### src/sv/mme_pkg.sv
// ----------------------------------------------------------------------------
// mme_pkg
// Types and codes shared by the matrix multiply engine core.
// ----------------------------------------------------------------------------
package mme_pkg;

	localparam int PRODUCT_W = 35;
	localparam int COUNT_W   = 4;
	localparam int POS_W     = 3;

	localparam logic [1:0] CMD_LOAD_A = 2'd0;
	localparam logic [1:0] CMD_LOAD_B = 2'd1;
	localparam logic [1:0] CMD_START  = 2'd2;

	localparam logic [1:0] REG_A_ROWS = 2'd0;
	localparam logic [1:0] REG_A_COLS = 2'd1;
	localparam logic [1:0] REG_B_ROWS = 2'd2;
	localparam logic [1:0] REG_B_COLS = 2'd3;

	localparam logic STATUS_OK       = 1'b0;
	localparam logic STATUS_MISMATCH = 1'b1;

	typedef struct packed {
		logic [1:0]        cmd;
		logic [POS_W-1:0]  row_index;
		logic [POS_W-1:0]  col_index;
		logic signed [15:0] element_value;
	} in_item_t;

	typedef struct packed {
		logic signed [PRODUCT_W-1:0] product_value;
		logic [POS_W-1:0]            out_row;
		logic [POS_W-1:0]            out_col;
		logic                        status;
		logic                        last_result;
	} out_item_t;

	typedef struct packed {
		logic [COUNT_W-1:0] a_row_count;
		logic [COUNT_W-1:0] a_col_count;
		logic [COUNT_W-1:0] b_row_count;
		logic [COUNT_W-1:0] b_col_count;
	} cfg_regs_t;

	// travels alongside each multiply-accumulate step
	typedef struct packed {
		logic             first;
		logic             last;
		logic             zero;
		logic             err;
		logic             last_result;
		logic [POS_W-1:0] row;
		logic [POS_W-1:0] col;
	} step_tag_t;

endpackage

### src/sv/mme_ram.sv
// ----------------------------------------------------------------------------
// mme_ram
// Simple dual-port store: one write port, one registered read port.
// ----------------------------------------------------------------------------
module mme_ram #(
	parameter int DEPTH = 64,
	parameter int WIDTH = 16
) (
	input  logic                     clk,
	input  logic                     we,
	input  logic [$clog2(DEPTH)-1:0] waddr,
	input  logic [WIDTH-1:0]         wdata,
	input  logic                     re,
	input  logic [$clog2(DEPTH)-1:0] raddr,
	output logic [WIDTH-1:0]         rdata
);

	logic [WIDTH-1:0] mem [DEPTH];

	always_ff @(posedge clk) begin
		if (we) begin
			mem[waddr] <= wdata;
		end
	end

	always_ff @(posedge clk) begin
		if (re) begin
			rdata <= mem[raddr];
		end
	end

endmodule

### src/sv/mme_seq.sv
// ----------------------------------------------------------------------------
// mme_seq
// Row/col/inner sequencer; issues one store read pair a cycle unless stalled.
// ----------------------------------------------------------------------------
module mme_seq #(
	parameter int MAX_DIM = 8
) (
	input  logic                              clk,
	input  logic                              arst_n,
	input  logic                              start,
	input  mme_pkg::cfg_regs_t                cfg,
	input  logic                              adv,
	output logic                              busy,
	output logic [$clog2(MAX_DIM*MAX_DIM)-1:0] a_addr,
	output logic [$clog2(MAX_DIM*MAX_DIM)-1:0] b_addr,
	output mme_pkg::step_tag_t                tag
);

	localparam int IDX_W  = $clog2(MAX_DIM);
	localparam int CNT_W  = $clog2(MAX_DIM + 1);
	localparam int ADDR_W = $clog2(MAX_DIM * MAX_DIM);

	logic             busy_q;
	logic             err_q;
	logic [IDX_W-1:0] i_q;
	logic [IDX_W-1:0] k_q;
	logic [IDX_W-1:0] j_q;

	logic [CNT_W-1:0] rows;
	logic [CNT_W-1:0] inner;
	logic [CNT_W-1:0] cols;
	logic             mismatch;
	logic             i_end;
	logic             k_end;
	logic             j_end;

	function automatic logic [CNT_W-1:0] clamp(input logic [mme_pkg::COUNT_W-1:0] c);
		logic [CNT_W-1:0] r;
		if (32'(c) > MAX_DIM) begin
			r = CNT_W'(MAX_DIM);
		end else begin
			r = CNT_W'(c);
		end
		return r;
	endfunction

	always_comb begin
		rows     = clamp(cfg.a_row_count);
		inner    = clamp(cfg.a_col_count);
		cols     = clamp(cfg.b_col_count);
		mismatch = cfg.a_col_count != cfg.b_row_count;
		i_end    = CNT_W'(i_q) == rows - CNT_W'(1);
		k_end    = CNT_W'(k_q) == cols - CNT_W'(1);
		j_end    = (inner == '0) || (CNT_W'(j_q) == inner - CNT_W'(1));
	end

	always_ff @(posedge clk or negedge arst_n) begin
		if (!arst_n) begin
			busy_q <= 1'b0;
			err_q  <= 1'b0;
			i_q    <= '0;
			k_q    <= '0;
			j_q    <= '0;
		end else if (!busy_q) begin
			if (start) begin
				i_q <= '0;
				k_q <= '0;
				j_q <= '0;
				if (mismatch) begin
					busy_q <= 1'b1;
					err_q  <= 1'b1;
				end else begin
					busy_q <= (rows != '0) && (cols != '0);
					err_q  <= 1'b0;
				end
			end
		end else if (adv) begin
			if (err_q) begin
				busy_q <= 1'b0;
			end else if (j_end) begin
				j_q <= '0;
				if (k_end) begin
					k_q <= '0;
					if (i_end) begin
						busy_q <= 1'b0;
					end else begin
						i_q <= i_q + IDX_W'(1);
					end
				end else begin
					k_q <= k_q + IDX_W'(1);
				end
			end else begin
				j_q <= j_q + IDX_W'(1);
			end
		end
	end

	always_comb begin
		busy            = busy_q;
		a_addr          = ADDR_W'(32'(i_q) * MAX_DIM + 32'(j_q));
		b_addr          = ADDR_W'(32'(j_q) * MAX_DIM + 32'(k_q));
		tag.first       = j_q == '0;
		tag.last        = j_end || err_q;
		tag.zero        = inner == '0;
		tag.err         = err_q;
		tag.last_result = err_q || (i_end && k_end && j_end);
		tag.row         = err_q ? '0 : mme_pkg::POS_W'(i_q);
		tag.col         = err_q ? '0 : mme_pkg::POS_W'(k_q);
	end

endmodule

### src/sv/mme_mac.sv
// ----------------------------------------------------------------------------
// mme_mac
// Multiply, accumulate and result register; the whole pipe holds on stall.
// ----------------------------------------------------------------------------
module mme_mac #(
	parameter int ELEMENT_BITS = 16
) (
	input  logic                    clk,
	input  logic                    arst_n,
	input  logic                    issue,
	input  mme_pkg::step_tag_t      tag_s0,
	input  logic [ELEMENT_BITS-1:0] a_rd_s1,
	input  logic [ELEMENT_BITS-1:0] b_rd_s1,
	output logic                    adv,
	output logic                    out_valid,
	input  logic                    out_stall,
	output mme_pkg::out_item_t      out_data
);

	localparam int PROD_W = 2 * ELEMENT_BITS;

	logic                                 v_s1;
	mme_pkg::step_tag_t                   tag_s1;
	logic                                 v_s2;
	mme_pkg::step_tag_t                   tag_s2;
	logic signed [PROD_W-1:0]             prod_s2;
	logic signed [mme_pkg::PRODUCT_W-1:0] acc_q;
	logic signed [mme_pkg::PRODUCT_W-1:0] acc_next;
	logic                                 out_valid_q;
	mme_pkg::out_item_t                   out_q;

	assign adv = !(out_valid_q && out_stall);

	always_ff @(posedge clk or negedge arst_n) begin
		if (!arst_n) begin
			v_s1        <= 1'b0;
			v_s2        <= 1'b0;
			out_valid_q <= 1'b0;
		end else if (adv) begin
			v_s1        <= issue;
			v_s2        <= v_s1;
			out_valid_q <= v_s2 && tag_s2.last;
		end
	end

	always_ff @(posedge clk) begin
		if (adv) begin
			tag_s1 <= tag_s0;
			tag_s2 <= tag_s1;
			if (tag_s1.zero || tag_s1.err) begin
				prod_s2 <= '0;
			end else begin
				prod_s2 <= $signed(a_rd_s1) * $signed(b_rd_s1);
			end
		end
	end

	always_comb begin
		acc_next = (tag_s2.first ? '0 : acc_q) + mme_pkg::PRODUCT_W'(prod_s2);
	end

	always_ff @(posedge clk) begin
		if (adv && v_s2) begin
			acc_q <= acc_next;
			if (tag_s2.last) begin
				out_q.product_value <= tag_s2.err ? '0 : acc_next;
				out_q.out_row       <= tag_s2.row;
				out_q.out_col       <= tag_s2.col;
				out_q.status        <= tag_s2.err ? mme_pkg::STATUS_MISMATCH
				                                  : mme_pkg::STATUS_OK;
				out_q.last_result   <= tag_s2.last_result;
			end
		end
	end

	assign out_valid = out_valid_q;
	assign out_data  = out_q;

endmodule

### src/sv/matrix_multiply_engine_core.sv
// ----------------------------------------------------------------------------
// matrix_multiply_engine_core
// Loads A and B element-wise into two stores, then streams C = A x B.
//
//   channel  signals                         direction  transaction
//   in       in_valid, in_stall, in_data     sink       load A, load B, start
//   out      out_valid, out_stall, out_data  source     one C element or error
//   cfg      cfg_valid, cfg_ready, cfg_*     sink       count register write
//
// Loads are accepted back to back while idle. A start holds in_stall while
// the core issues rows x cols x max(inner,1) multiply-accumulates, one per
// cycle unless out_stall holds the pipe, as set by the single read port of
// each store; results go through s1, s2 and out_q. A mismatch issues one step.
// Reset clears control and sets all counts to 8; the stores are not cleared.
// out_stall with out_valid high freezes the sequencer and the whole MAC pipe.
// ----------------------------------------------------------------------------
module matrix_multiply_engine_core #(
	parameter int MAX_DIM      = 8,
	parameter int ELEMENT_BITS = 16
) (
	input  logic                                clk,
	input  logic                                arst_n,
	input  logic                                in_valid,
	output logic                                in_stall,
	input  mme_pkg::in_item_t                   in_data,
	output logic                                out_valid,
	input  logic                                out_stall,
	output mme_pkg::out_item_t                  out_data,
	input  logic                                cfg_valid,
	output logic                                cfg_ready,
	input  logic [1:0]                          cfg_index,
	input  logic [mme_pkg::COUNT_W-1:0]         cfg_data
);

	localparam int DEPTH  = MAX_DIM * MAX_DIM;
	localparam int ADDR_W = $clog2(DEPTH);

	mme_pkg::cfg_regs_t      cfg_q;
	logic                    accept;
	logic                    in_range;
	logic                    start;
	logic                    busy;
	logic                    adv;
	logic                    we_a;
	logic                    we_b;
	logic [ADDR_W-1:0]       waddr;
	logic [ELEMENT_BITS-1:0] wdata;
	logic [ADDR_W-1:0]       a_addr;
	logic [ADDR_W-1:0]       b_addr;
	logic [ELEMENT_BITS-1:0] a_rd;
	logic [ELEMENT_BITS-1:0] b_rd;
	mme_pkg::step_tag_t      tag;
	logic                    rd_en;

	assign cfg_ready = 1'b1;

	always_ff @(posedge clk or negedge arst_n) begin
		if (!arst_n) begin
			cfg_q.a_row_count <= mme_pkg::COUNT_W'(8);
			cfg_q.a_col_count <= mme_pkg::COUNT_W'(8);
			cfg_q.b_row_count <= mme_pkg::COUNT_W'(8);
			cfg_q.b_col_count <= mme_pkg::COUNT_W'(8);
		end else if (cfg_valid && cfg_ready) begin
			case (cfg_index)
				mme_pkg::REG_A_ROWS: cfg_q.a_row_count <= cfg_data;
				mme_pkg::REG_A_COLS: cfg_q.a_col_count <= cfg_data;
				mme_pkg::REG_B_ROWS: cfg_q.b_row_count <= cfg_data;
				mme_pkg::REG_B_COLS: cfg_q.b_col_count <= cfg_data;
				default: ;
			endcase
		end
	end

	always_comb begin
		in_stall = busy;
		accept   = in_valid && !in_stall;
		in_range = (32'(in_data.row_index) < MAX_DIM) && (32'(in_data.col_index) < MAX_DIM);
		we_a     = accept && in_range && (in_data.cmd == mme_pkg::CMD_LOAD_A);
		we_b     = accept && in_range && (in_data.cmd == mme_pkg::CMD_LOAD_B);
		start    = accept && (in_data.cmd == mme_pkg::CMD_START);
		waddr    = ADDR_W'(32'(in_data.row_index) * MAX_DIM + 32'(in_data.col_index));
		wdata    = ELEMENT_BITS'(in_data.element_value[15:0]);
		rd_en    = adv;
	end

	mme_ram #(.DEPTH(DEPTH), .WIDTH(ELEMENT_BITS)) u_store_a (
		.clk   (clk),
		.we    (we_a),
		.waddr (waddr),
		.wdata (wdata),
		.re    (rd_en),
		.raddr (a_addr),
		.rdata (a_rd)
	);

	mme_ram #(.DEPTH(DEPTH), .WIDTH(ELEMENT_BITS)) u_store_b (
		.clk   (clk),
		.we    (we_b),
		.waddr (waddr),
		.wdata (wdata),
		.re    (rd_en),
		.raddr (b_addr),
		.rdata (b_rd)
	);

	mme_seq #(.MAX_DIM(MAX_DIM)) u_seq (
		.clk    (clk),
		.arst_n (arst_n),
		.start  (start),
		.cfg    (cfg_q),
		.adv    (adv),
		.busy   (busy),
		.a_addr (a_addr),
		.b_addr (b_addr),
		.tag    (tag)
	);

	mme_mac #(.ELEMENT_BITS(ELEMENT_BITS)) u_mac (
		.clk       (clk),
		.arst_n    (arst_n),
		.issue     (busy),
		.tag_s0    (tag),
		.a_rd_s1   (a_rd),
		.b_rd_s1   (b_rd),
		.adv       (adv),
		.out_valid (out_valid),
		.out_stall (out_stall),
		.out_data  (out_data)
	);

endmodule
### config.mk
export PLATFORM = sky130hd
export DESIGN_NAME = matrix_multiply_engine_core
export DESIGN_NICKNAME = d
export VERILOG_FILES = /design/src/sv/mme_pkg.sv /design/src/sv/mme_ram.sv /design/src/sv/mme_seq.sv /design/src/sv/mme_mac.sv /design/src/sv/matrix_multiply_engine_core.sv
export SDC_FILE = /design/constraint.sdc
export NUM_CORES = 2
export LEC_CHECK = 0
export BUFFER_PORTS_ARGS = -buffer_cell sky130_fd_sc_hd__buf_2
export CELL_PAD_IN_SITES_DETAIL_PLACEMENT = 1
export CELL_PAD_IN_SITES_GLOBAL_PLACEMENT = 1
export CORE_MARGIN = 4
export CORE_UTILIZATION = 55
export DETAILED_ROUTE_END_ITERATION = 10
export PLACE_DENSITY = 0.75
export SYNTH_ARGS = -nofsm -noshare
export SYNTH_HDL_FRONTEND = slang
export SYNTH_SLANG_ARGS = --single-unit
### constraint.sdc
create_clock -name clk -period 8.36 [get_ports clk]
set_input_delay 0.418 -clock clk [delete_from_list [all_inputs] [get_ports clk]]
set_output_delay 0.418 -clock clk [all_outputs]
set_load 0.01 [all_outputs]
==> results.ini <==
[synth]
synth_cells = 4864
yosysWarnings = 0
synth.area.top_cells = edfxtp_1 (68%), mux4_2 (16%), fa_1 (5.4%)
synth-edff-count = 2211
ys_seq_area_share_pct = 69.2
synth.cell_area_sq_um = 97100
synth_fp_nets = 5287
synthArstFlopShare_pct = 1.34
yosys-top-cells-count = edfxtp_1 (2211), mux4_2 (672), inv_1 (334)
synth_flop_cell = edfxtp_1
synth.largest_area_cell = edfxtp_1
synth_most_common_cell = edfxtp_1
synth_seq_cells = 2241
syn_avg_cell_area_sq_um = 20.0
synth_top_area_share_pct = 68.4
yosysUniqueCellTypes = 77

[timing]
finalCritPeriodShare_pct = 82.1
fin_worst_skew_ns = 0.0895
slew_headroom_pct = 18.0
final_max_slew_viol_count = 0
worstMarginPinSlew_ns = 1.23
max_freq_mhz = 146
setup_viol = 0
rsz0062_at_grt = no
setup-tns-final_ns = 0
finalCriticalPeriod_ns = 6.87
finalHoldViolations = 0

[finish]
layout.nets = 5560
drive_gt1_share_pct = 24.3
stdcell_count = 7648
area_delta_synth_final_pct = 11.4

[setup_path]
cp_top_family = adder cells
cp_slowest_cell = fa_1
crit_buf_inv = 4
critPathKind = reg2reg
required_ns = 8.89
cp_max_fo = 16
worst-endpoint-arrival_ns = 7.39
cp-end-kind = register
path_cells = nand2_1 -> inv_1 -> fa_1 -> fa_1 -> fa_1 -> fa_1 -> fa_1 -> inv_1 -> fa_1 -> inv_1 -> ha_1 -> inv_1 -> nor4_1 -> o2111ai_1 -> a31oi_1 -> nor2_1 -> o21ai_0 -> xnor2_1 -> nor2_1
cpMostUsedCell = fa_1
critPathMaxStageDelay_ns = 0.73
cp-start-kind = register
reg2reg_slack_ns = 1.49

[routing]
wl_per_cell_microns = 31.9
drt-total-wl_microns = 244000
drc = 0
vias_per_cell = 6.30
initialDrtViolationCount = 5416
ant_nets = 0
dr.pass1.iters = 5
via_count = 48180

[global_routing]
grt_pass1_wl_microns = 361000
grt_pass1_vias = 51295
grt_antenna_before_repair = 17
grt_overflow_total = 0
grt_max_degree = 125
grtUsageTotal_pct = 27.0

[floorplan]
die_h_microns = 428
rows = 153
ios = 81
core_sq_um = 175000
die_area_sq_um = 183000
die_x_microns = 428
start_util_pct = 55.6

[run]
cap_violations = 0

[clock_network]
ctsHoldBuffers = 12
clk_pin_slew_ns = 0.06
clockBufferDepth = 3
cts-resized-gates = 0
post_cts_buffers = 0
cts_tree = yes
numCtsBuffers = 217
clkSinkCount = 2241
h-tree-depth = 4
clk_latency_ns = 0.88
cts_root_buf = clkbuf_16

[placement]
gp_congestion = 0.828
place_inst = 7231
dp_hpwl_microns = 151000
io_buffers = 79

[min_path]
hold_path_class = in2reg

[run_status]
status = finished, final reports clean

-- routing by layer --
layer / track usage, % / part of all wire (%) / up-vias / routed length (microns)
met2: 44.3 / 50 / 2283 / 123000
li1: - / - / 19650 / -
met3: 4.58 / 7.9 / 366 / 19200
met5: 0 / 0.018 / - / 43
met4: 6.89 / 2.5 / 6 / 6120
met1: 38.5 / 39 / 25875 / 96100
-- layout make-up --
class	instances	area [sq um]
tap	2325	2910
clock buffer	262	5600
clock inverter	134	1480
timing repair buffer	271	2020
inverter	335	1260
multi-input combinational	2071	27700
fill	14570	66400
antenna	9	22.5
sequential	2241	67200
-- worst paths after layout --
kind,end,startpoint,cells after the start
setup / recovery,u_mac.prod_s2[30],u_store_a.rdata[15],19
hold / removal,u_store_a.mem[54][5],in_data[5],1
setup reg to reg,u_mac.prod_s2[30],u_store_a.rdata[15],19
hold reg to reg,u_mac.out_data[3],u_mac.tag_s2[1],0
max in group asynchronous,u_seq.j_q[1],arst_n,2
min in group asynchronous,u_seq.err_q,arst_n,2
-- layout by cell type, fill, tap and decap left out, types with 75 or more instances in the layout --
cell type	count
edfxtp_1	2211
mux4_2	672
inv_1	334
fa_1	263
clkbuf_16	217
nor2_1	206
buf_4	187
nand2_1	176
and2_1	128
ha_1	125
nor2b_1	75
-- worst register-to-register path, stage by stage (launching register included) --
cell and delay [ns]:
edfxtp_1 0.63, nand2_1 0.24, inv_1 0.11, fa_1 0.73, fa_1 0.59, fa_1 0.50
fa_1 0.51, fa_1 0.49, inv_1 0.05, fa_1 0.47, inv_1 0.04, ha_1 0.37
inv_1 0.13, nor4_1 0.45, o2111ai_1 0.33, a31oi_1 0.36, nor2_1 0.13, o21ai_0 0.22
xnor2_1 0.14, nor2_1 0.05
-- sequential cells by signal, indices dropped and copies added, names as in the netlist, 16 cells and up --
| register | cells |
|---|---|
| cfg_q | 16 |
| u_store_b.rdata | 16 |
| u_store_a.rdata | 16 |
| u_mac.acc_q | 35 |
| u_store_b.mem | 1024 |
| u_store_a.mem | 1024 |
| u_mac.prod_s2 | 32 |
| u_mac.out_data | 43 |
-- per-stage QoR --
step	setup WS [ns]	area (sq um)	hold WS (ns)	util, %
floorplan	2.28	97100	0.122	-
CTS	1.51	108000	0.0124	62.0
global placement	1.71	101000	0.401	57.8
finish	1.49	108000	0.0621	62.0
global route	1.11	108000	0.0555	62.0
detailed placement	1.56	101000	0.408	57.8
-- cell families after synthesis --
logic type	Yosys count	share of synthesized area (%)
AND/OR/NAND/NOR	713	3.56
AO/OA/AOI/OAI	205	1.43
other	1	0.00386
buffers and inverters	552	2.31
flip-flops	2241	69.2
XOR/XNOR	65	0.586
multiplexers	699	15.9
adder cells (fa/ha/maj)	388	7.03
Power is not shown: default switching activity piles up to over one toggle a cycle in this logic, so the estimate is an artifact.
